File: config.mk
export PLATFORM = sky130hd
export DESIGN_NAME = tlsf_ram
export DESIGN_NICKNAME = d
export VERILOG_FILES = /design/src/rtl/tlsf_ram.sv
export SDC_FILE = /design/constraint.sdc
export NUM_CORES = 1
export LEC_CHECK = 0
export CAP_MARGIN = 40
export CORE_ASPECT_RATIO = 0.5
export CORE_UTILIZATION = 62
export CTS_CLUSTER_DIAMETER = 50
export CTS_CLUSTER_SIZE = 12
export DETAILED_ROUTE_END_ITERATION = 8
export DONT_BUFFER_PORTS = 1
export PLACE_DENSITY = 0.77
export SYNTH_ARGS = -nofsm -noshare
export SYNTH_HDL_FRONTEND = slang
export SYNTH_SLANG_ARGS = --single-unit
File: constraint.sdc
create_clock -name clock -period 2.5 [get_ports clock]
set_clock_uncertainty 0.15 [all_clocks]
set_input_delay 0.375 -clock clock [delete_from_list [all_inputs] [get_ports clock]]
set_output_delay 0.375 -clock clock [all_outputs]
set_load 0.01 [all_outputs]
File: src/rtl/tlsf_ram.sv
// Generic simple dual-port RAM with registered read data.
module tlsf_ram #(
   parameter int WIDTH = 8,
   parameter int DEPTH = 16
) (
   input  logic                     clock,
   input  logic                     wr_en,
   input  logic [$clog2(DEPTH)-1:0] wr_addr,
   input  logic [WIDTH-1:0]         wr_data,
   input  logic [$clog2(DEPTH)-1:0] rd_addr,
   output logic [WIDTH-1:0]         rd_data
);

   logic [WIDTH-1:0] mem [DEPTH];
   logic [WIDTH-1:0] rd_data_ff;

   always_ff @(posedge clock) begin
      if (wr_en) mem[wr_addr] <= wr_data;
      rd_data_ff <= mem[rd_addr];
   end

   assign rd_data = rd_data_ff;

endmodule

# After elaboration in Yosys (flattened, before gate mapping)
# Memories as Yosys holds them, arrays and structs flattened. A register that Yosys moved wholly into a read port is not among the register bits.
# Cells that the tools add are included.
[word_totals]
output_inout_bits = 8
word_cells = 3
mem_bits_rw = 128
register_bits = 0
in_bits = 18
mem_count = 1
[classes]
muxes = 2
[mem_list]
columns = ["name", "depth", "width", "rd", "rd_ports_with_merged_regs", "write_ports", "line_no", "text"]
rows = [
  ["mem", 16, 8, 1, 1, 1, "14", "logic [WIDTH-1:0] mem [DEPTH];"],
]
[ops]
columns = ["cell", "n"]
rows = [
  ["$mux 1", 2],
]

# Logic depth before layout (Yosys ltp)
[logic_depth]
depth_word = 2
ltp_mapped = 5
mapped_depth_nobuf = 3

# Worst setup path before layout
# No wires, ideal clock.
[synth_timing]
path_kind = "in2reg"
from = "input port wr_addr[2]"
to = "memory mem[0][0], enable pin"
setup_ps = 383
arrival_time_ps = 1485
setup_slack_ps = 482
t_required_ps = 1967
path_buffers = 0
path_stages = 2
path_cell_list = "or3b_2 nor3_1"
[synth_lines]
columns = ["item", "line_no", "text"]
rows = [
  ["start, declared", "8", "input logic [$clog2(DEPTH)-1:0] wr_addr,"],
  ["end, declared", "14", ""],
]
# Straight into the memory's write port.

==> impl_metrics.toml <==
[timing]
period_share_pct = 63.3
period_minus_slack_ps = 1580
setup_viol = 0
rsz0062_at_grt = "no"
hold_viol_final = 0
max_freq_mhz = 632
worst_slew_pin_slew_ps = 858
slew_headroom_pct = 42.6
setup_tns_ps = 0
final-max-slew-violation-count = 0
finalWorstSetupSlack_ps = 917

[placed_design]
io_buffers = 0
dp_slack_ps = 740
numPlacedInstances = 341
place.gp.congestion = 0.722
dpl.hpwl_um = 5890

[setup_path]
crit_required_ps = 2630
crit_cells = 3
startpoint_type = "flop"
critPathTopFamily = "multiplexers"
arrival_ps = 1710
worst-path-buf-inv = 0
rr_endpoint = "rd_data[1]"
crit_type = "flop to flop"
reg2reg_slack_ps = 920
worstPathMaxFanout = 1
critPathLaunch = "mem[9][1]"
r2r_cells = 3
crit_end = "rd_data[1]"
rr_startpoint = "mem[9][1]"
crit_path_top_delay_cell = "mux4_1"
crit_path_cell_trace = "mux4_1, a22oi_1, nand2_1"
critPathMaxStageDelay_ps = 540
end_kind = "flop"

[global_route]
grt_pass1_vias = 2434
grt_max_degree = 33
grt_usage_pct = 25.2
grt-ovfl-total = 0
grt_first_pass_wirelength_um = 14100
antenna_found_initial = 0

[floorplanning]
dieArea_mm2 = 0.00869
fp.dieW_um = 131
die_h_um = 66.4
io_pins = 26
rows = 23
fp.coreArea_mm2 = 0.00803
initial_core_util_pct = 64.1

[detailed_routing]
wl_per_cell_um = 25.2
post-route-drc-count = 0
dr.pass1.iters = 5
routed_wl_um = 9590
dr.first_iter.drc_count = 254
ant_nets = 0
via_per_inst = 6.29
vias = 2391

[yosys]
seq_area_frac_synth_pct = 77.8
yosysTopAreaCellShare_pct = 74.7
syn_area_mm2 = 0.00515
avgSynthCellArea_um2 = 22.5
syn_nets = 247
yosys_warnings = 0
synthTopCellsByArea = "edfxtp_1, mux4_2, mux4_1"
yosys.area.top_type = "edfxtp_1"
ys_seq_elements = 136
syn-instance-count = 229
yosysUniqueCellTypes = 19

[clock_network]
cts_tree = "built"
cts_resized = 0
cts_sinks = 136
cts_max_level = 4
insertion_delay_ps = 400
postCtsSetupRepairBufs = 0
numCtsBuffers = 17
clk_path_buf_depth = 2
clkTransAtPathRegs_ps = 50
cts_hold_buf = 8
clock-root-buffer = "clkbuf_16"

[min_path]
hp-class = "primary input to flop"

[power]
vdd_drop_max_mv = 0.583
leakagePower_nw = 1.94
power_density_mw_per_mm2 = 834
finalPower_w = 0.00489

[finish]
num-fill-cells = 414
final-instance-count-excl-fill = 380
final_cell_mix = "edfxtp_1, mux4_2, clkbuf_16, a22oi_1, mux4_1"
layout_commonest_cell = "edfxtp_1"
nets = 274
diodes = 0
syn_to_final_growth_pct = 14.0
layout-drive-gt1-share_pct = 19.8

[run_status]
status = "finished clean"

[flow_run]
cap_violations = 0
## kinds of logic after synthesis
logic type | count (synthesis) | share of synthesized area, %
AOI/OAI and AO/OA | 16 | 2.33
DFF | 136 | 77.8
and+or+nand+nor | 35 | 3.18
buffers and inverters | 10 | 1.68
muxes | 32 | 15.0
## final cells by class
class                           count  area (um2)  area share, %
Sequential cell                   136        4000           68.2
Multi-Input combinational cell     83        1060           18.0
Clock buffer                       26         489           8.34
Timing Repair Buffer               18         155           2.64
Tap cell                          112         140           2.39
Clock inverter                      5        23.8          0.405
## worst min-delay path by stage
stage | startpoint | to | slack, ps | cells after the start
floorplan | wr_data[0] | mem[0][0] | 320 | 0
global placement | wr_data[7] | mem[5][7] | 320 | 0
detailed placement | wr_data[5] | mem[1][5] | 320 | 0
CTS | rd_addr[1] | rd_data[0] | 120 | 3
global route | rd_addr[1] | rd_data[0] | 130 | 3
finish | rd_addr[1] | rd_data[0] | 140 | 3
## cell usage after synthesis, drive strengths merged
master	count
or3b	1
and2b	1
clkdlybuf4s25	3
nor2b	1
nand2	9
nand3b	2
nand2b	2
and2	1
nand3	1
a22oi	16
edfxtp	128
nor3	4
buf	7
dfxtp	8
nor2	13
mux4	32
## power by group
part	leakage [nW]	internal, W	switching [W]
logic	0.457	0.0000836	0.0000953
clock network	0.255	0.00133	0.000809
registers	1.22	0.00255	0.0000240
## layer usage
| layer | vias to the layer above | GRT usage (%) | share of wire, % | wire (um) |
|---|---|---|---|---|
| met5 | - | 0 | 0 | 0 |
| met1 | 1239 | 34.1 | 41 | 3950 |
| met2 | 102 | 38.4 | 50 | 4750 |
| met4 | 0 | 8.33 | 1.3 | 124 |
| met3 | 19 | 9.22 | 8.0 | 771 |
| li1 | 1031 | - | - | - |
## worst min-delay path: cells and delay by family
| kind | cells | cell delay, ps |
|---|---|---|
| multiplexers | 1 | 140 |
| AO/OA/AOI/OAI | 1 | 70 |
| AND/OR/NAND/NOR | 1 | 70 |
## registers in the layout (all words and copies together), names as in the netlist
| signal | count |
|---|---|
| mem | 128 |
| rd_data | 8 |
## metrics by stage
stage	util (%)	cell area, um2	hold WS (ps)
3_3_place_gp	65.7	5280	325
3_5_place_dp	65.7	5280	325
5_1_grt	73.1	5870	134
2_1_floorplan	-	5150	324
4_1_cts	73.1	5870	117
6_report	73.1	5870	144
Power figures use the tool's default switching activity.
