### config.mk
export PLATFORM = sky130hd
export DESIGN_NAME = tlsf_bitmaps
export DESIGN_NICKNAME = d
export VERILOG_FILES = /design/src/rtl/tlsf_pkg.sv /design/src/rtl/tlsf_bitmaps.sv
export SDC_FILE = /design/constraint.sdc
export NUM_CORES = 1
export LEC_CHECK = 0
export BUFFER_PORTS_ARGS = -buffer_cell sky130_fd_sc_hd__buf_4
export CAP_MARGIN = 10
export CORE_AREA = 2 2 249 251
export DETAILED_ROUTE_END_ITERATION = 8
export DIE_AREA = 0 0 251 253
export GPL_ROUTABILITY_DRIVEN = 1
export PLACE_DENSITY_LB_ADDON = 0.05
export SYNTH_ARGS = -nofsm -noshare
export SYNTH_HDL_FRONTEND = slang
export SYNTH_SLANG_ARGS = --single-unit
### constraint.sdc
create_clock -name clock -period 6.5 [get_ports clock]
set_input_delay 0.325 -clock clock [delete_from_list [all_inputs] [get_ports clock]]
set_output_delay 0.325 -clock clock [all_outputs]
set_load 0.01 [all_outputs]
### src/rtl/tlsf_pkg.sv
// Shared constants, types and class-mapping functions of the TLSF block allocator.
package tlsf_pkg;

   localparam int POOL_BYTES    = 8192;
   localparam int GRANULE_BYTES = 16;
   localparam int HEADER_BYTES  = 40;
   localparam int FL_COUNT      = 14;
   localparam int SL_COUNT      = 32;

   localparam int BLOCKS       = POOL_BYTES / GRANULE_BYTES;
   localparam int BLK_W        = $clog2(BLOCKS);
   localparam int SIZE_W       = $clog2(BLOCKS + 1);
   localparam int SL_LOG2      = $clog2(SL_COUNT);
   localparam int FL_W         = $clog2(FL_COUNT);
   localparam int CLASSES      = FL_COUNT * SL_COUNT;
   localparam int CLS_W        = FL_W + SL_LOG2;
   localparam int MIN_GRANULES = (HEADER_BYTES + GRANULE_BYTES - 1) / GRANULE_BYTES;
   localparam int GRAN_SHIFT   = $clog2(GRANULE_BYTES);
   localparam int BYTE_W       = $clog2(POOL_BYTES) + 2;
   localparam int ADDR_W       = 13;
   localparam int REQ_W        = 14;

   localparam logic CMD_ALLOC = 1'b0;
   localparam logic CMD_FREE  = 1'b1;

   typedef enum logic [1:0] {
      STAT_DONE  = 2'd0,
      STAT_BAD   = 2'd1,
      STAT_NOMEM = 2'd2
   } status_type;

   typedef struct packed {
      logic [SIZE_W-1:0] size;
      logic [BLK_W-1:0]  prev_phys;
      logic [BLK_W-1:0]  link_next;
      logic [BLK_W-1:0]  link_prev;
      logic              start;
      logic              is_free;
      logic              has_next;
      logic              has_prev;
   } entry_type;

   localparam int ENTRY_W = $bits(entry_type);

   typedef struct packed {
      logic [FL_W-1:0]    fl;
      logic [SL_LOG2-1:0] sl;
   } class_type;

   typedef struct packed {
      logic               set_en;
      logic               clr_en;
      logic [SL_LOG2-1:0] sl;
   } map_op_type;

   function automatic class_type map_class(input logic [BYTE_W-1:0] bytes);
      logic [BYTE_W-1:0] b;
      logic [BYTE_W-1:0] sh;
      logic [4:0]        m;
      class_type         c;
      b = (bytes == '0) ? BYTE_W'(1) : bytes;
      m = '0;
      for (int i = 0; i < BYTE_W; i++) begin
         if (b[i]) m = 5'(i);
      end
      if (m >= 5'(SL_LOG2)) sh = b >> (m - 5'(SL_LOG2));
      else sh = b << (5'(SL_LOG2) - m);
      c.sl = sh[SL_LOG2-1:0];
      c.fl = m[FL_W-1:0];
      if (m >= 5'(FL_COUNT)) begin
         c.fl = FL_W'(FL_COUNT - 1);
         c.sl = '1;
      end
      return c;
   endfunction

   function automatic logic [SL_LOG2-1:0] lowest_sl(input logic [SL_COUNT-1:0] v);
      logic [SL_LOG2-1:0] r;
      r = '0;
      for (int i = SL_COUNT - 1; i >= 0; i--) begin
         if (v[i]) r = SL_LOG2'(i);
      end
      return r;
   endfunction

   function automatic logic [FL_W-1:0] lowest_fl(input logic [FL_COUNT-1:0] v);
      logic [FL_W-1:0] r;
      r = '0;
      for (int i = FL_COUNT - 1; i >= 0; i--) begin
         if (v[i]) r = FL_W'(i);
      end
      return r;
   endfunction

   localparam class_type POOL_CLASS = map_class(BYTE_W'(POOL_BYTES));

endpackage

### src/rtl/tlsf_bitmaps.sv
// First- and second-level occupancy bitmaps of the TLSF class lists.
module tlsf_bitmaps (
   input  logic                         clock,
   input  logic                         reset,
   input  logic [tlsf_pkg::FL_W-1:0]    row_fl,
   input  tlsf_pkg::map_op_type         map_op,
   output logic [tlsf_pkg::SL_COUNT-1:0] row,
   output logic [tlsf_pkg::FL_COUNT-1:0] fl_map
);

   logic [tlsf_pkg::SL_COUNT-1:0] sl_map_ff [tlsf_pkg::FL_COUNT];
   logic [tlsf_pkg::SL_COUNT-1:0] sl_map_in [tlsf_pkg::FL_COUNT];
   logic [tlsf_pkg::FL_COUNT-1:0] fl_map_ff;
   logic [tlsf_pkg::FL_COUNT-1:0] fl_map_in;
   logic [tlsf_pkg::FL_COUNT-1:0] row_nz;

   assign row    = sl_map_ff[row_fl];
   assign fl_map = fl_map_ff;

   always_comb begin
      logic [tlsf_pkg::SL_COUNT-1:0] r;
      sl_map_in = sl_map_ff;
      fl_map_in = fl_map_ff;
      r = sl_map_ff[row_fl];
      if (map_op.set_en) begin
         r[map_op.sl]      = 1'b1;
         sl_map_in[row_fl] = r;
         fl_map_in[row_fl] = 1'b1;
      end else if (map_op.clr_en) begin
         r[map_op.sl]      = 1'b0;
         sl_map_in[row_fl] = r;
         if (r == '0) fl_map_in[row_fl] = 1'b0;
      end
   end

   always_ff @(posedge clock) begin
      if (reset) begin
         for (int i = 0; i < tlsf_pkg::FL_COUNT; i++) sl_map_ff[i] <= '0;
         sl_map_ff[tlsf_pkg::POOL_CLASS.fl] <=
            tlsf_pkg::SL_COUNT'(1) << tlsf_pkg::POOL_CLASS.sl;
         fl_map_ff <= tlsf_pkg::FL_COUNT'(1) << tlsf_pkg::POOL_CLASS.fl;
      end else begin
         sl_map_ff <= sl_map_in;
         fl_map_ff <= fl_map_in;
      end
   end

   always_comb begin
      for (int i = 0; i < tlsf_pkg::FL_COUNT; i++) row_nz[i] = |sl_map_ff[i];
   end

   a_fl_tracks_rows: assert property (@(posedge clock) disable iff (reset)
      fl_map_ff == row_nz)
      else $error("first-level map out of step with second-level rows");

endmodule

# Word-level counts from Yosys, hierarchy flattened
# Index checks and enable logic that the tools add are counted.
classes:
  order_cmp: 6
  muxes: 16
  n_bitwise: 7
  reduce_logical: 7
op_table:
  columns: ["operator", "n"]
  rows:
  - ["$bwmux W448", 2]
  - ["$mux W448", 2]
  - ["$bmux W32 S4", 1]
  - ["$demux W32 S4", 1]
  - ["$mux W32", 3]
  - ["$mux W14", 3]
  - ["$and A32 B32 Y32", 1]
  - ["$logic_not A32 Y1", 1]
  - ["$not A32 Y32", 1]
  - ["$or A32 B32 Y32", 1]
  - ["$and A14 B14 Y14", 1]
  - ["$not A14 Y14", 1]
  - ["$or A14 B14 Y14", 1]
  - ["$lt A5 B6 Y1 const B", 1]
  - ["$demux W1 S5", 1]
  - ["$ge A5 B1 Y1 const B", 1]
  - ["$ge A5 B5 Y1 const B", 1]
  - ["$lt A4 B5 Y1 const B", 1]
  - ["$lt A5 B1 Y1 const B", 1]
  - ["$not A4 Y5", 1]
  - ["$demux W1 S4", 1]
  - ["$ge A4 B1 Y1 const B", 1]
  - ["$reduce_bool A2 Y1", 2]
  - ["$logic_and A1 B1 Y1", 3]
  - ["2 further kinds", 3]
totals:
  out_inout_bits: 46
  register_bits: 462
  wordCells: 51
  in_bits: 13

# Depth between registers and ports, before layout
# Gate-level depths: netlist (run 1).
depth:
  depth_word: 10
  ltp_mapped: 13
  mapped_depth_nobuf: 8

# Worst setup path before layout (run 1)
# Ideal clock, no wire load.
synth_path:
  path_kind: "input-to-reg"
  start: "in row_fl[0] (netlist bit)"
  end: "reg (tool-made name)"
  path_buffers: 5
  required_ps: 6368
  setup_slack_ps: 3938
  t_arrival_ps: 2430
  path_stages: 13
  path_cell_list: "buf_6 -> buf_8 -> buf_6 -> buf_6 -> mux2i_1 -> o22ai_1 -> o21ai_1 -> o2111ai_1 -> nor4b_2 -> nand4_4 -> buf_6 -> o31ai_1 -> a21oi_1"
synth_lines:
  columns: ["item", "line_no", "text"]
  rows:
  - ["from (decl)", "tlsf_bitmaps.sv:5", "input logic [tlsf_pkg::FL_W-1:0] row_fl,"]

==> key figures, run 1 <==
Critical path
  • Register-to-register path setup slack: 3.40 ns
  • Startpoint Class: input pin
  • Endpoint type of the worst setup path: register
  • Source of the worst register-to-register timing path: sl_map_ff[340]$_SDFFE_PP0P_
  • Worst-path maximum fanout: 80
  • Master of the slowest instance on the critical path: sky130_fd_sc_hd__buf_8
  • Reg2reg path depth: 8
  • Required time worst endpoint: 6.97 ns
  • Cell breakdown of the critical path: buf_8, buf_4, mux4_2, o2bb2ai_1, o31ai_1, o2111a_1, nand4_2, o41ai_1, a21oi_1
  • Largest stage delay on the critical path: 0.58 ns
  • Crit path arrival time: 4.13 ns
  • Crit Path Category: input pin to register

Route
  • Post-detailed-route DRC marker count: 0
  • Routed via count divided by cell count: 5.565
  • Number of iterations in the first detailed-routing pass: 5
  • Routed wire length: 88.46 mm
  • Count of routing violations after the opening detailed-route iteration: 1852
  • Post-route ant nets: 0
  • Total via count in the routed design: 19217
  • Post-detailed-route wirelength per cell: 25.62 µm

Floorplan
  • Initial Util: 34.61%
  • Core area: 0.06103 mm²
  • Top-level I/O count: 59
  • Width of the die: 251 µm
  • Die Outline Area: 0.06350 mm²
  • Height of the chip: 253 µm
  • Total number of placement rows: 91

Synthesis
  • Synthesized cell area: 0.02112 mm²
  • Most instantiated library cell after synthesis: sky130_fd_sc_hd__nand2_1
  • Post-synthesis area per instance: 7.879 µm²
  • Synth unique cells: 75
  • Cell type with the highest aggregate area in the netlist: sky130_fd_sc_hd__dfxtp_1
  • Post-synth net total: 2694
  • Async set-or-reset flop fraction in the synthesized netlist: 0%
  • List of most frequent post-synthesis cells: sky130_fd_sc_hd__nand2_1, sky130_fd_sc_hd__a21oi_1, sky130_fd_sc_hd__dfxtp_1
  • Area share of the leading cell type in the synthesized netlist: 43.79%
  • Mapped Cells: 2681
  • #FFs+latches synth: 462
  • Yosys Warn Count: 0
  • Synth Flop Type: sky130_fd_sc_hd__dfxtp_1
  • Proportion of synthesized chip area in sequential cells: 43.79%
  • Leading cell types by total area after synthesis: sky130_fd_sc_hd__dfxtp_1, sky130_fd_sc_hd__nand2_1, sky130_fd_sc_hd__a21oi_1
  • EDFF count, synth: 0

Timing
  • RSZ-0062 raised after global routing: false
  • Hold Vio Cnt, Final: 0
  • Worst Clk Skew: 0.02989 ns
  • Transition time at the pin with the least slew margin: 1.294 ns
  • Share of the clock period used by the worst path: 56.19%
  • Count of endpoints failing setup in the final report: 0
  • Slew Limit Headroom: 13.71%
  • Post-route worst setup slack: 2.848 ns
  • Minimum clock period: 3.652 ns
  • Max Clk Rate: 273.8 MHz
  • Final TNS setup: 0 ns
  • Number of max-slew violations in the final report: 0

Placed design
  • Placed wire-length estimate: 54.45 mm
  • Cell area reported after detailed placement: 0.02203 mm²
  • Worst-case setup slack after placement: 2.369 ns
  • Last weighted congestion value of the routability-driven placer: 0.8836
  • Total of buffers placed on input and output ports: 58

Global routing
  • Wire length of the first global-routing pass: 128.0 mm
  • GR Util All Layers: 27.44%
  • Overflow left after global routing: 0
  • Fraction of met1 tracks used by global routing: 38.06%
  • Fraction of met2 tracks used by global routing: 43.22%
  • Antenna violations before repair: 1
  • Grt peak-use layer: met2
  • Vias in the first global route: 18144
  • Maximum number of pins on one net before global-route repair: 170
  • Met3 usage: 4.708%

Final layout
  • Area growth from synthesis to layout: 12.84%
  • Register containing the most flip-flops in the final layout: sl_map_ff
  • Fillcell total: 6275
  • Number of antenna diodes: 0
  • Total Nets Final: 2633
  • Max FFs per register: 448
  • Final instance area: 0.02384 mm²
  • Registers with the highest flip-flop counts: sl_map_ff x448
  • Layout cell share with drive strength beyond 1: 12.28%

Pwr
  • P_leak: 7.968 nW
  • Pwr dens: 268.1 mW/mm²
  • Worst-case vdd ir drop: 0.0001729 V

Run status
  • Run status: finished, final reports clean

CTS
  • Total clock buffers created by CTS: 55
  • Root Driver: sky130_fd_sc_hd__clkbuf_16
  • Cts-stage hold buffer count: 0
  • Clock H-tree levels: 2
  • TritonCTS clock tree: done
  • Register clock-pin slew on the reported worst setup and hold paths: 0.06 ns
  • Clock network latency to the later pin of the worst-skew pair: 0.62 ns
  • Number of buffers on the longest clock path: 3
  • Post_cts resized: 0
  • Clock net sink count: 462
  • Total setup buffers inserted after CTS: 0

Worst hold path
  • Beginning of the worst hold path: reset
  • Number of instances on the worst hold path: 2
  • Terminating pin of the worst hold path: sl_map_ff[142]$_SDFFE_PP0P_
  • Kind of path behind the tightest hold check: input pin to register

Run
  • Max-capacitance violation count: 0
-- through the flow --
| stage | util [%] | power (mW) | std cells | hold WS [ns] |
|---|---|---|---|---|
| after floorplan | - | 3.187 | 2681 | 0.4329 |
| after global placement | 36.08 | 3.358 | 3349 | 0.4392 |
| after detailed placement | 36.10 | 3.360 | 3351 | 0.4438 |
| after CTS | 39.03 | 6.442 | 3451 | 0.2064 |
| after global routing | 39.06 | 6.580 | 3453 | 0.2289 |
| final | 39.06 | 6.390 | 3453 | 0.2223 |
-- worst max path at each step --
stage                         start       end  slack (ns)  cells after the start
after CTS                 row_fl[0]  register        3.01                     10
final                     row_fl[0]  register        2.85                      9
after global routing      row_fl[0]  register        2.82                      9
after detailed placement  row_fl[0]  register        2.37                      9
after global placement    row_fl[0]  register        2.37                      9
after floorplan           row_fl[0]  register        3.94                     13
-- placed cells by master (no fill, tap or decap), types with 11 or more instances in the layout --
| master | count |
|---|---|
| sky130_fd_sc_hd__a21oi_1 | 488 |
| sky130_fd_sc_hd__nand2_2 | 12 |
| sky130_fd_sc_hd__mux2_2 | 21 |
| sky130_fd_sc_hd__o31ai_1 | 14 |
| sky130_fd_sc_hd__o21ai_0 | 19 |
| sky130_fd_sc_hd__nor2_4 | 14 |
| sky130_fd_sc_hd__nor2_1 | 86 |
| sky130_fd_sc_hd__clkbuf_8 | 13 |
| sky130_fd_sc_hd__a31oi_1 | 17 |
| sky130_fd_sc_hd__buf_4 | 108 |
| sky130_fd_sc_hd__mux4_2 | 55 |
| sky130_fd_sc_hd__mux2i_1 | 113 |
| sky130_fd_sc_hd__nand2_1 | 972 |
| sky130_fd_sc_hd__o22ai_1 | 27 |
| sky130_fd_sc_hd__clkinv_2 | 11 |
| sky130_fd_sc_hd__clkbuf_1 | 16 |
| sky130_fd_sc_hd__clkbuf_16 | 57 |
| sky130_fd_sc_hd__dfxtp_1 | 462 |
-- cells by family (layout without fill, tap and decap cells) --
kind of cell / after synthesis / after routing / share of synthesized area, %
flops: 462 / 462 / 43.79
simple gates: 1165 / 1165 / 22.04
compound gates: 626 / 626 / 16.42
mux: 190 / 190 / 12.45
buf+inv: 238 / 220 / 5.313
-- layer usage --
layer  share of wire [%]  vias to the layer above
met3                 7.2                      173
met2                  44                      745
met5                   0                        -
li1                    -                     8897
met4                 3.4                        0
met1                  45                     9402
-- area by class of cell --
type	instances	area, µm²	area share, %
repair buffers	111	860.8	3.612
inverters	9	33.78	0.1417
multi-input cells	1981	10920	45.80
well taps	790	988.4	4.147
flip-flops and latches	462	9249	38.80
clock inverters	14	122.6	0.5144
clock buffers	86	1665	6.987
-- critical path: cells and delay by family --
| family | cells | cell delay (ns) |
|---|---|---|
| compound gates | 5 | 1.55 |
| simple gates | 1 | 0.39 |
| buf+inv | 2 | 1.12 |
| mux | 1 | 0.57 |
-- report_power, final --
group,internal (mW),switching [mW]
registers,2.85,0.0116
logic,0.106,0.338
clock network,1.82,1.26
No activity file was read; power rests on OpenSTA's default activity.
==> inputs of run 2 (changes only) <==
Clock period 6.5 ns to 3 ns, I/O delays scaled along.
==> run 2 against run 1 <==
Against the previous run:
- the flow now finishes with violations (negative hold slack)
- sequential share of layout area shrank 2.4 points
- combinational power grew to 2.6 times the previous value
- final cell count grew 4.4%
- total power grew 120%
- count of clock-buffer cells in the layout shrank 7
- hold slack lost 0.22 ns
- via count grew 3.1%
- non-clock buffer count grew 153
- critical path type is now register to output pin
==> key figures, run 2 (synthesized netlist as in run 1, its figures left out) <==
Route
  • Routed via count divided by cell count: 5.495 (-1.3%)
  • Count of routing violations after the opening detailed-route iteration: 1720 (-7.1%)
  • Total via count in the routed design: 19811 (+3.1%)
  • Post-route ant nets: 0 (unchanged)
  • Number of iterations in the first detailed-routing pass: 6 (+1)
  • Post-detailed-route DRC marker count: 0 (unchanged)
  • Post-detailed-route wirelength per cell: 25.00 µm (-2.4%)
  • Routed wire length: 90.11 mm (+1.9%)

Final layout
  • Registers with the highest flip-flop counts: sl_map_ff x448
  • Layout cell share with drive strength beyond 1: 17.09% (+4.8 points)
  • Most frequent standard cell in the layout excluding fill and tap cells: sky130_fd_sc_hd__nand2_1
  • Area of all sequential standard cells: 0.009249 mm² (unchanged)
  • Commonest cells after routing, fill and taps aside: sky130_fd_sc_hd__nand2_1, sky130_fd_sc_hd__a21oi_1, sky130_fd_sc_hd__dfxtp_1
  • Area growth from synthesis to layout: 20.35%
  • Max FFs per register: 448 (unchanged)
  • Area occupied by multi-input gates: 0.01092 mm² (about the same)
  • Fillcell total: 6138 (-2.2%)
  • Register containing the most flip-flops in the final layout: sl_map_ff
  • Total Nets Final: 2785 (+5.8%)
  • Final instance area: 0.02542 mm² (+6.7%)
  • Number of antenna diodes: 0 (unchanged)
  • Final core occ: 41.65% (+2.6 points)

Floorplan
  • Core area: 0.06103 mm² (unchanged)
  • Total number of placement rows: 91 (unchanged)
  • Top-level I/O count: 59 (unchanged)
  • Die Outline Area: 0.06350 mm² (unchanged)
  • Height of the chip: 253 µm (unchanged)
  • Width of the die: 251 µm (unchanged)
  • Initial Util: 34.61% (unchanged)

Timing
  • Worst slack on hold paths: -0.002192 ns (-0.2245 ns)
  • RSZ-0062 raised after global routing: false
  • Post-route worst setup slack: 0.1472 ns (-2.700 ns)
  • Count of endpoints failing setup in the final report: 0 (unchanged)
  • Final TNS setup: 0 ns (unchanged)
  • Minimum clock period: 2.853 ns
  • Hold Vio Cnt, Final: 1 (+1)
  • Max Clk Rate: 350.5 MHz
  • Slew Limit Headroom: 23.52% (+9.8 points)
  • Worst Clk Skew: 0.02034 ns (-0.009548 ns)
  • Share of the clock period used by the worst path: 95.09%
  • Transition time at the pin with the least slew margin: 1.140 ns (-0.1541 ns)
  • Number of max-slew violations in the final report: 0 (unchanged)

Global routing
  • Overflow left after global routing: 0 (unchanged)
  • GR Util All Layers: 27.89% (+0.44 points)
  • Wire length of the first global-routing pass: 130.8 mm (+2.2%)
  • Grt peak-use layer: met2
  • Vias in the first global route: 18909 (+4.2%)
  • Antenna violations before repair: 1 (unchanged)
  • Met3 usage: 3.711% (-1.0 points)
  • Fraction of met2 tracks used by global routing: 45.26% (+2.0 points)
  • Fraction of met1 tracks used by global routing: 38.60% (+0.54 points)
  • Maximum number of pins on one net before global-route repair: 99 (-42%)

Pwr
  • Overall power consumption: 14.22 mW (+120%)
  • Internal Dissipation: 10.64 mW (+120%)
  • Gate power share: 8.0% (+1.0 points)
  • Switching Share: 25.16% (-0.058 points)
  • P_leak: 8.859 nW (+11%)
  • Worst-case vdd ir drop: 0.0004425 V (+160%)
  • Pwr dens: 559.2 mW/mm² (+110%)
  • Share of total power in sequential cells: 43.6% (-1.2 points)
  • Sw power: 3.576 mW (+120%)
  • Share of power burned in the clock network: 48.4% (about the same)

Critical path
  • Required time worst endpoint: 2.85 ns (-4.12 ns)
  • Worst-path maximum fanout: 3 (-96%)
  • Endpoint type of the worst setup path: output pin
  • Reg2reg path depth: 10 (+2)
  • Crit Path Category: register to output pin
  • Crit path arrival time: 2.70 ns (-1.43 ns)
  • Startpoint Class: register

CTS
  • Clock H-tree levels: 2 (unchanged)
  • Cts-stage hold buffer count: 0 (unchanged)
  • Total clock buffers created by CTS: 54 (-1.8%)
  • TritonCTS clock tree: done
  • Total setup buffers inserted after CTS: 0 (unchanged)
  • Post_cts resized: 0 (unchanged)
  • Register clock-pin slew on the reported worst setup and hold paths: 0.07 ns (about the same)
  • Clock network latency to the later pin of the worst-skew pair: 0.62 ns (about the same)
  • Number of buffers on the longest clock path: 3 (unchanged)
  • Root Driver: sky130_fd_sc_hd__clkbuf_16
  • Clock net sink count: 462 (unchanged)

Placed design
  • Placed wire-length estimate: 58.15 mm (+6.8%)
  • Cell area reported after detailed placement: 0.02358 mm² (+7.0%)
  • Last weighted congestion value of the routability-driven placer: 0.8824 (-0.14%)
  • Worst-case setup slack after placement: -0.06815 ns (-2.437 ns)
  • Total of buffers placed on input and output ports: 58 (unchanged)

Worst hold path
  • Kind of path behind the tightest hold check: input pin to register
  • Number of instances on the worst hold path: 2 (unchanged)

Run status
  • Failing checks: negative hold slack
  • Run status: complete, but fails checks

Run
  • Max-capacitance violation count: 0 (unchanged)
run 2: layer usage:
| layer | wire [µm] | vias to the layer above |
|---|---|---|
| met5 | 8 | - |
| met4 | 2581 | 2 |
| met3 | 4963 | 124 |
| met2 | 41560 | 632 |
| met1 | 41000 | 9834 |
| li1 | - | 9219 |
run 2: stage by stage:
step,instances,hold slack [ns]
6_report,3605,-0.002192
2_1_floorplan,2681,0.4083
3_5_place_dp,3506,0.4449
4_1_cts,3605,0.0009359
3_3_place_gp,3505,0.4385
5_1_grt,3605,0.01745
run 2: worst max-delay path: stages, from the launching register on:
cell and delay, ns:
sky130_fd_sc_hd__dfxtp_1 0.33, sky130_fd_sc_hd__mux4_2 0.23, sky130_fd_sc_hd__o22ai_1 0.07, sky130_fd_sc_hd__a211oi_1 0.93, sky130_fd_sc_hd__or3_1 0.26, sky130_fd_sc_hd__buf_4 0.14
sky130_fd_sc_hd__buf_4 0.12
run 2: final cells by class:
type | instances | area share [%]
Tap cell | 790 | 3.888
Inverter | 9 | 0.1329
Clock buffer | 79 | 6.290
Clock inverter | 20 | 0.9106
Timing Repair Buffer | 264 | 9.445
Multi-Input combinational cell | 1981 | 42.95
Sequential cell | 462 | 36.38
run 2: power by group through the flow:
stage	sequential [mW]	combinational, mW	clock (mW)
6_report	6.20	1.14	6.88
5_1_grt	6.20	1.19	7.23
4_1_cts	6.19	1.13	7.00
3_5_place_dp	6.33	1.13	0
3_3_place_gp	6.33	1.13	0
2_1_floorplan	6.33	0.575	0
run 2: path summary, 6_finish.rpt:
| kind | from | to | slack (ns) |
|---|---|---|---|
| setup reg to reg | sl_map_ff[340]$_SDFFE_PP0P_ | register | 0.22 |
| hold / removal | reset | sl_map_ff[1]$_SDFFE_PP0P_ | -0.002 |
| setup / recovery | sl_map_ff[257]$_SDFFE_PP0P_ | row[1] | 0.15 |
| hold reg to reg | sl_map_ff[24]$_SDFFE_PP0P_ | sl_map_ff[24]$_SDFFE_PP0P_ | 0.45 |
==> inputs of run 3 (changes only) <==
Settings changed: CORE_AREA 2 2 249 251 to 3 3 250 252, DIE_AREA 0 0 251 253 to 0 0 253 255.
==> run 3 against run 2 <==
Against the previous run:
- the flow now finishes without violations
- final cell count fell by 0.42%
- clock power is 0.7% lower
- setup slack worse by 0.034 ns
- non-clock buffer count is 6 lower
- global-route usage down 0.76 points
- maximum frequency down 1.2%
- combinational power about the same
- count of clock-buffer cells in the layout is 11 higher
- largest cell class unchanged
- largest power group unchanged
==> key figures, run 3 (synthesized netlist as in run 1, its figures left out) <==
Route
  • Post-detailed-route DRC marker count: 0 (unchanged)
  • Post-detailed-route wirelength per cell: 24.75 µm (-0.98%)
  • Routed wire length: 88.85 mm (-1.4%)
  • Post-route ant nets: 0 (unchanged)
  • Count of routing violations after the opening detailed-route iteration: 1984 (+15%)
  • Number of iterations in the first detailed-routing pass: 6 (unchanged)
  • Total via count in the routed design: 19914 (+0.52%)
  • Routed via count divided by cell count: 5.547 (+0.94%)

Timing
  • Slew Limit Headroom: 36.68% (+13 points)
  • RSZ-0062 raised after global routing: false
  • Count of endpoints failing setup in the final report: 0 (unchanged)
  • Max Clk Rate: 346.4 MHz (-1.2%)
  • Transition time at the pin with the least slew margin: 0.9462 ns (-0.1941 ns)
  • Share of the clock period used by the worst path: 96.21% (+1.1 points)
  • Hold Vio Cnt, Final: 0 (-1)
  • Final TNS setup: 0 ns (unchanged)
  • Number of max-slew violations in the final report: 0 (unchanged)
  • Minimum clock period: 2.886 ns (+0.03366 ns)
  • Worst Clk Skew: 0.02337 ns (+0.003031 ns)

Pwr
  • Overall power consumption: 14.16 mW (-0.36%)
  • Worst-case vdd ir drop: 0.0004428 V (about the same)
  • P_leak: 8.834 nW (-0.28%)
  • Pwr dens: 558.0 mW/mm² (-0.21%)

Critical path
  • Startpoint Class: register
  • Endpoint type of the worst setup path: register
  • Reg2reg path depth: 8 (-2)
  • Required time worst endpoint: 3.47 ns (+0.62 ns)
  • Crit path arrival time: 3.36 ns (+0.66 ns)
  • Worst-path maximum fanout: 4 (+1)
  • Crit Path Category: register to register

Floorplan
  • Initial Util: 35.00% (+0.38 points)
  • Total number of placement rows: 90 (-1.1%)
  • Die Outline Area: 0.06452 mm² (+1.6%)
  • Core area: 0.06036 mm² (-1.1%)
  • Top-level I/O count: 59 (unchanged)
  • Width of the die: 253 µm (+0.80%)
  • Height of the chip: 255 µm (+0.79%)

Global routing
  • Wire length of the first global-routing pass: 129.5 mm (-1.0%)
  • Antenna violations before repair: 1 (unchanged)
  • Vias in the first global route: 18936 (+0.14%)
  • Maximum number of pins on one net before global-route repair: 101 (+2.0%)
  • GR Util All Layers: 27.13% (-0.76 points)
  • Overflow left after global routing: 0 (unchanged)

Final layout
  • Most frequent standard cell in the layout excluding fill and tap cells: sky130_fd_sc_hd__nand2_1
  • Final instance count without filler cells: 3590 (-0.42%)
  • Register containing the most flip-flops in the final layout: sl_map_ff
  • Final core occ: 42.05% (+0.40 points)
  • Commonest cells after routing, fill and taps aside: sky130_fd_sc_hd__nand2_1, sky130_fd_sc_hd__a21oi_1, sky130_fd_sc_hd__dfxtp_1
  • Layout cell share with drive strength beyond 1: 16.60% (-0.49 points)
  • Registers with the highest flip-flop counts: sl_map_ff x448
  • Area growth from synthesis to layout: 20.16%
  • Number of antenna diodes: 0 (unchanged)
  • Max FFs per register: 448 (unchanged)
  • Total Nets Final: 2779 (-0.22%)

CTS
  • Clock H-tree levels: 2 (unchanged)
  • Root Driver: sky130_fd_sc_hd__clkbuf_16
  • Register clock-pin slew on the reported worst setup and hold paths: 0.06 ns (about the same)
  • Total clock buffers created by CTS: 54 (unchanged)
  • Clock network latency to the later pin of the worst-skew pair: 0.63 ns (about the same)
  • TritonCTS clock tree: done
  • Total setup buffers inserted after CTS: 0 (unchanged)
  • Clock net sink count: 462 (unchanged)
  • Number of buffers on the longest clock path: 3 (unchanged)

Placed design
  • Number of cells in the design after placement: 3490 (-0.46%)
  • Total of buffers placed on input and output ports: 58 (unchanged)
  • Last weighted congestion value of the routability-driven placer: 0.8762 (-0.70%)
  • Placed wire-length estimate: 56.79 mm (-2.3%)

Worst hold path
  • Number of instances on the worst hold path: 2 (unchanged)
  • Kind of path behind the tightest hold check: input pin to register

Run status
  • Run status: finished, final reports clean

Run
  • Max-capacitance violation count: 0 (unchanged)
run 3: power by group:
part	internal, mW	switching [mW]
Clock	4.09	2.74
Combinational	0.364	0.770
Sequential	6.17	0.0250
Total	10.6	3.54
run 3: area by class of cell:
| class | count | area, µm² |
|---|---|---|
| Fill cell | 6043 | 34980 |
| Multi-Input combinational cell | 1981 | 10910 |
| Sequential cell | 462 | 9249 |
| Timing Repair Buffer | 258 | 2377 |
| Clock buffer | 90 | 1698 |
| Tap cell | 782 | 978.4 |
| Clock inverter | 8 | 136.4 |
| Inverter | 9 | 33.78 |
run 3: stage by stage:
| stage | cell area (µm²) | hold WS (ns) | worst slack [ns] |
|---|---|---|---|
| floorplan | 21120 | 0.4083 | 0.6132 |
| global placement | 23520 | 0.4385 | -0.0004012 |
| detailed placement | 23520 | 0.4447 | -0.01707 |
| CTS | 25370 | 0.03356 | 0.09642 |
| global route | 25380 | 0.05929 | 0.05215 |
| finish | 25380 | 0.06407 | 0.1136 |
run 3: worst paths after layout:
| kind | slack [ns] | endpoint | start |
|---|---|---|---|
| worst max-delay path | 0.11 | register | sl_map_ff[134]$_SDFFE_PP0P_ |
| worst min-delay path | 0.06 | sl_map_ff[50]$_SDFFE_PP0P_ | reset |
| worst max register to register | 0.11 | register | sl_map_ff[134]$_SDFFE_PP0P_ |
| worst min register to register | 0.45 | sl_map_ff[362]$_SDFFE_PP0P_ | sl_map_ff[362]$_SDFFE_PP0P_ |
run 3: repair_timing:
item,CTS,global route
setup endpoints to repair,0,10
gates resized for setup,0,1
hold buffers,1,0
endpoints found under the hold margin,1,0
run 3: layer usage:
metal | part of all wire [%] | global-route usage, %
met1 | 45 | 38.35
met5 | 0 | 0
met2 | 45 | 43.46
met3 | 6.8 | 3.750
met4 | 2.8 | 7.711
run 3: critical path, cell delays in order, from the launching register on:
cell                        delay (ns)
sky130_fd_sc_hd__dfxtp_1          0.31
sky130_fd_sc_hd__mux4_2           0.47
sky130_fd_sc_hd__o21ai_0          0.52
sky130_fd_sc_hd__a32oi_1          0.19
sky130_fd_sc_hd__a2111oi_2        0.33
sky130_fd_sc_hd__buf_4            0.20
sky130_fd_sc_hd__nand4_1          0.27
sky130_fd_sc_hd__o31ai_1          0.32
sky130_fd_sc_hd__a21oi_1          0.10
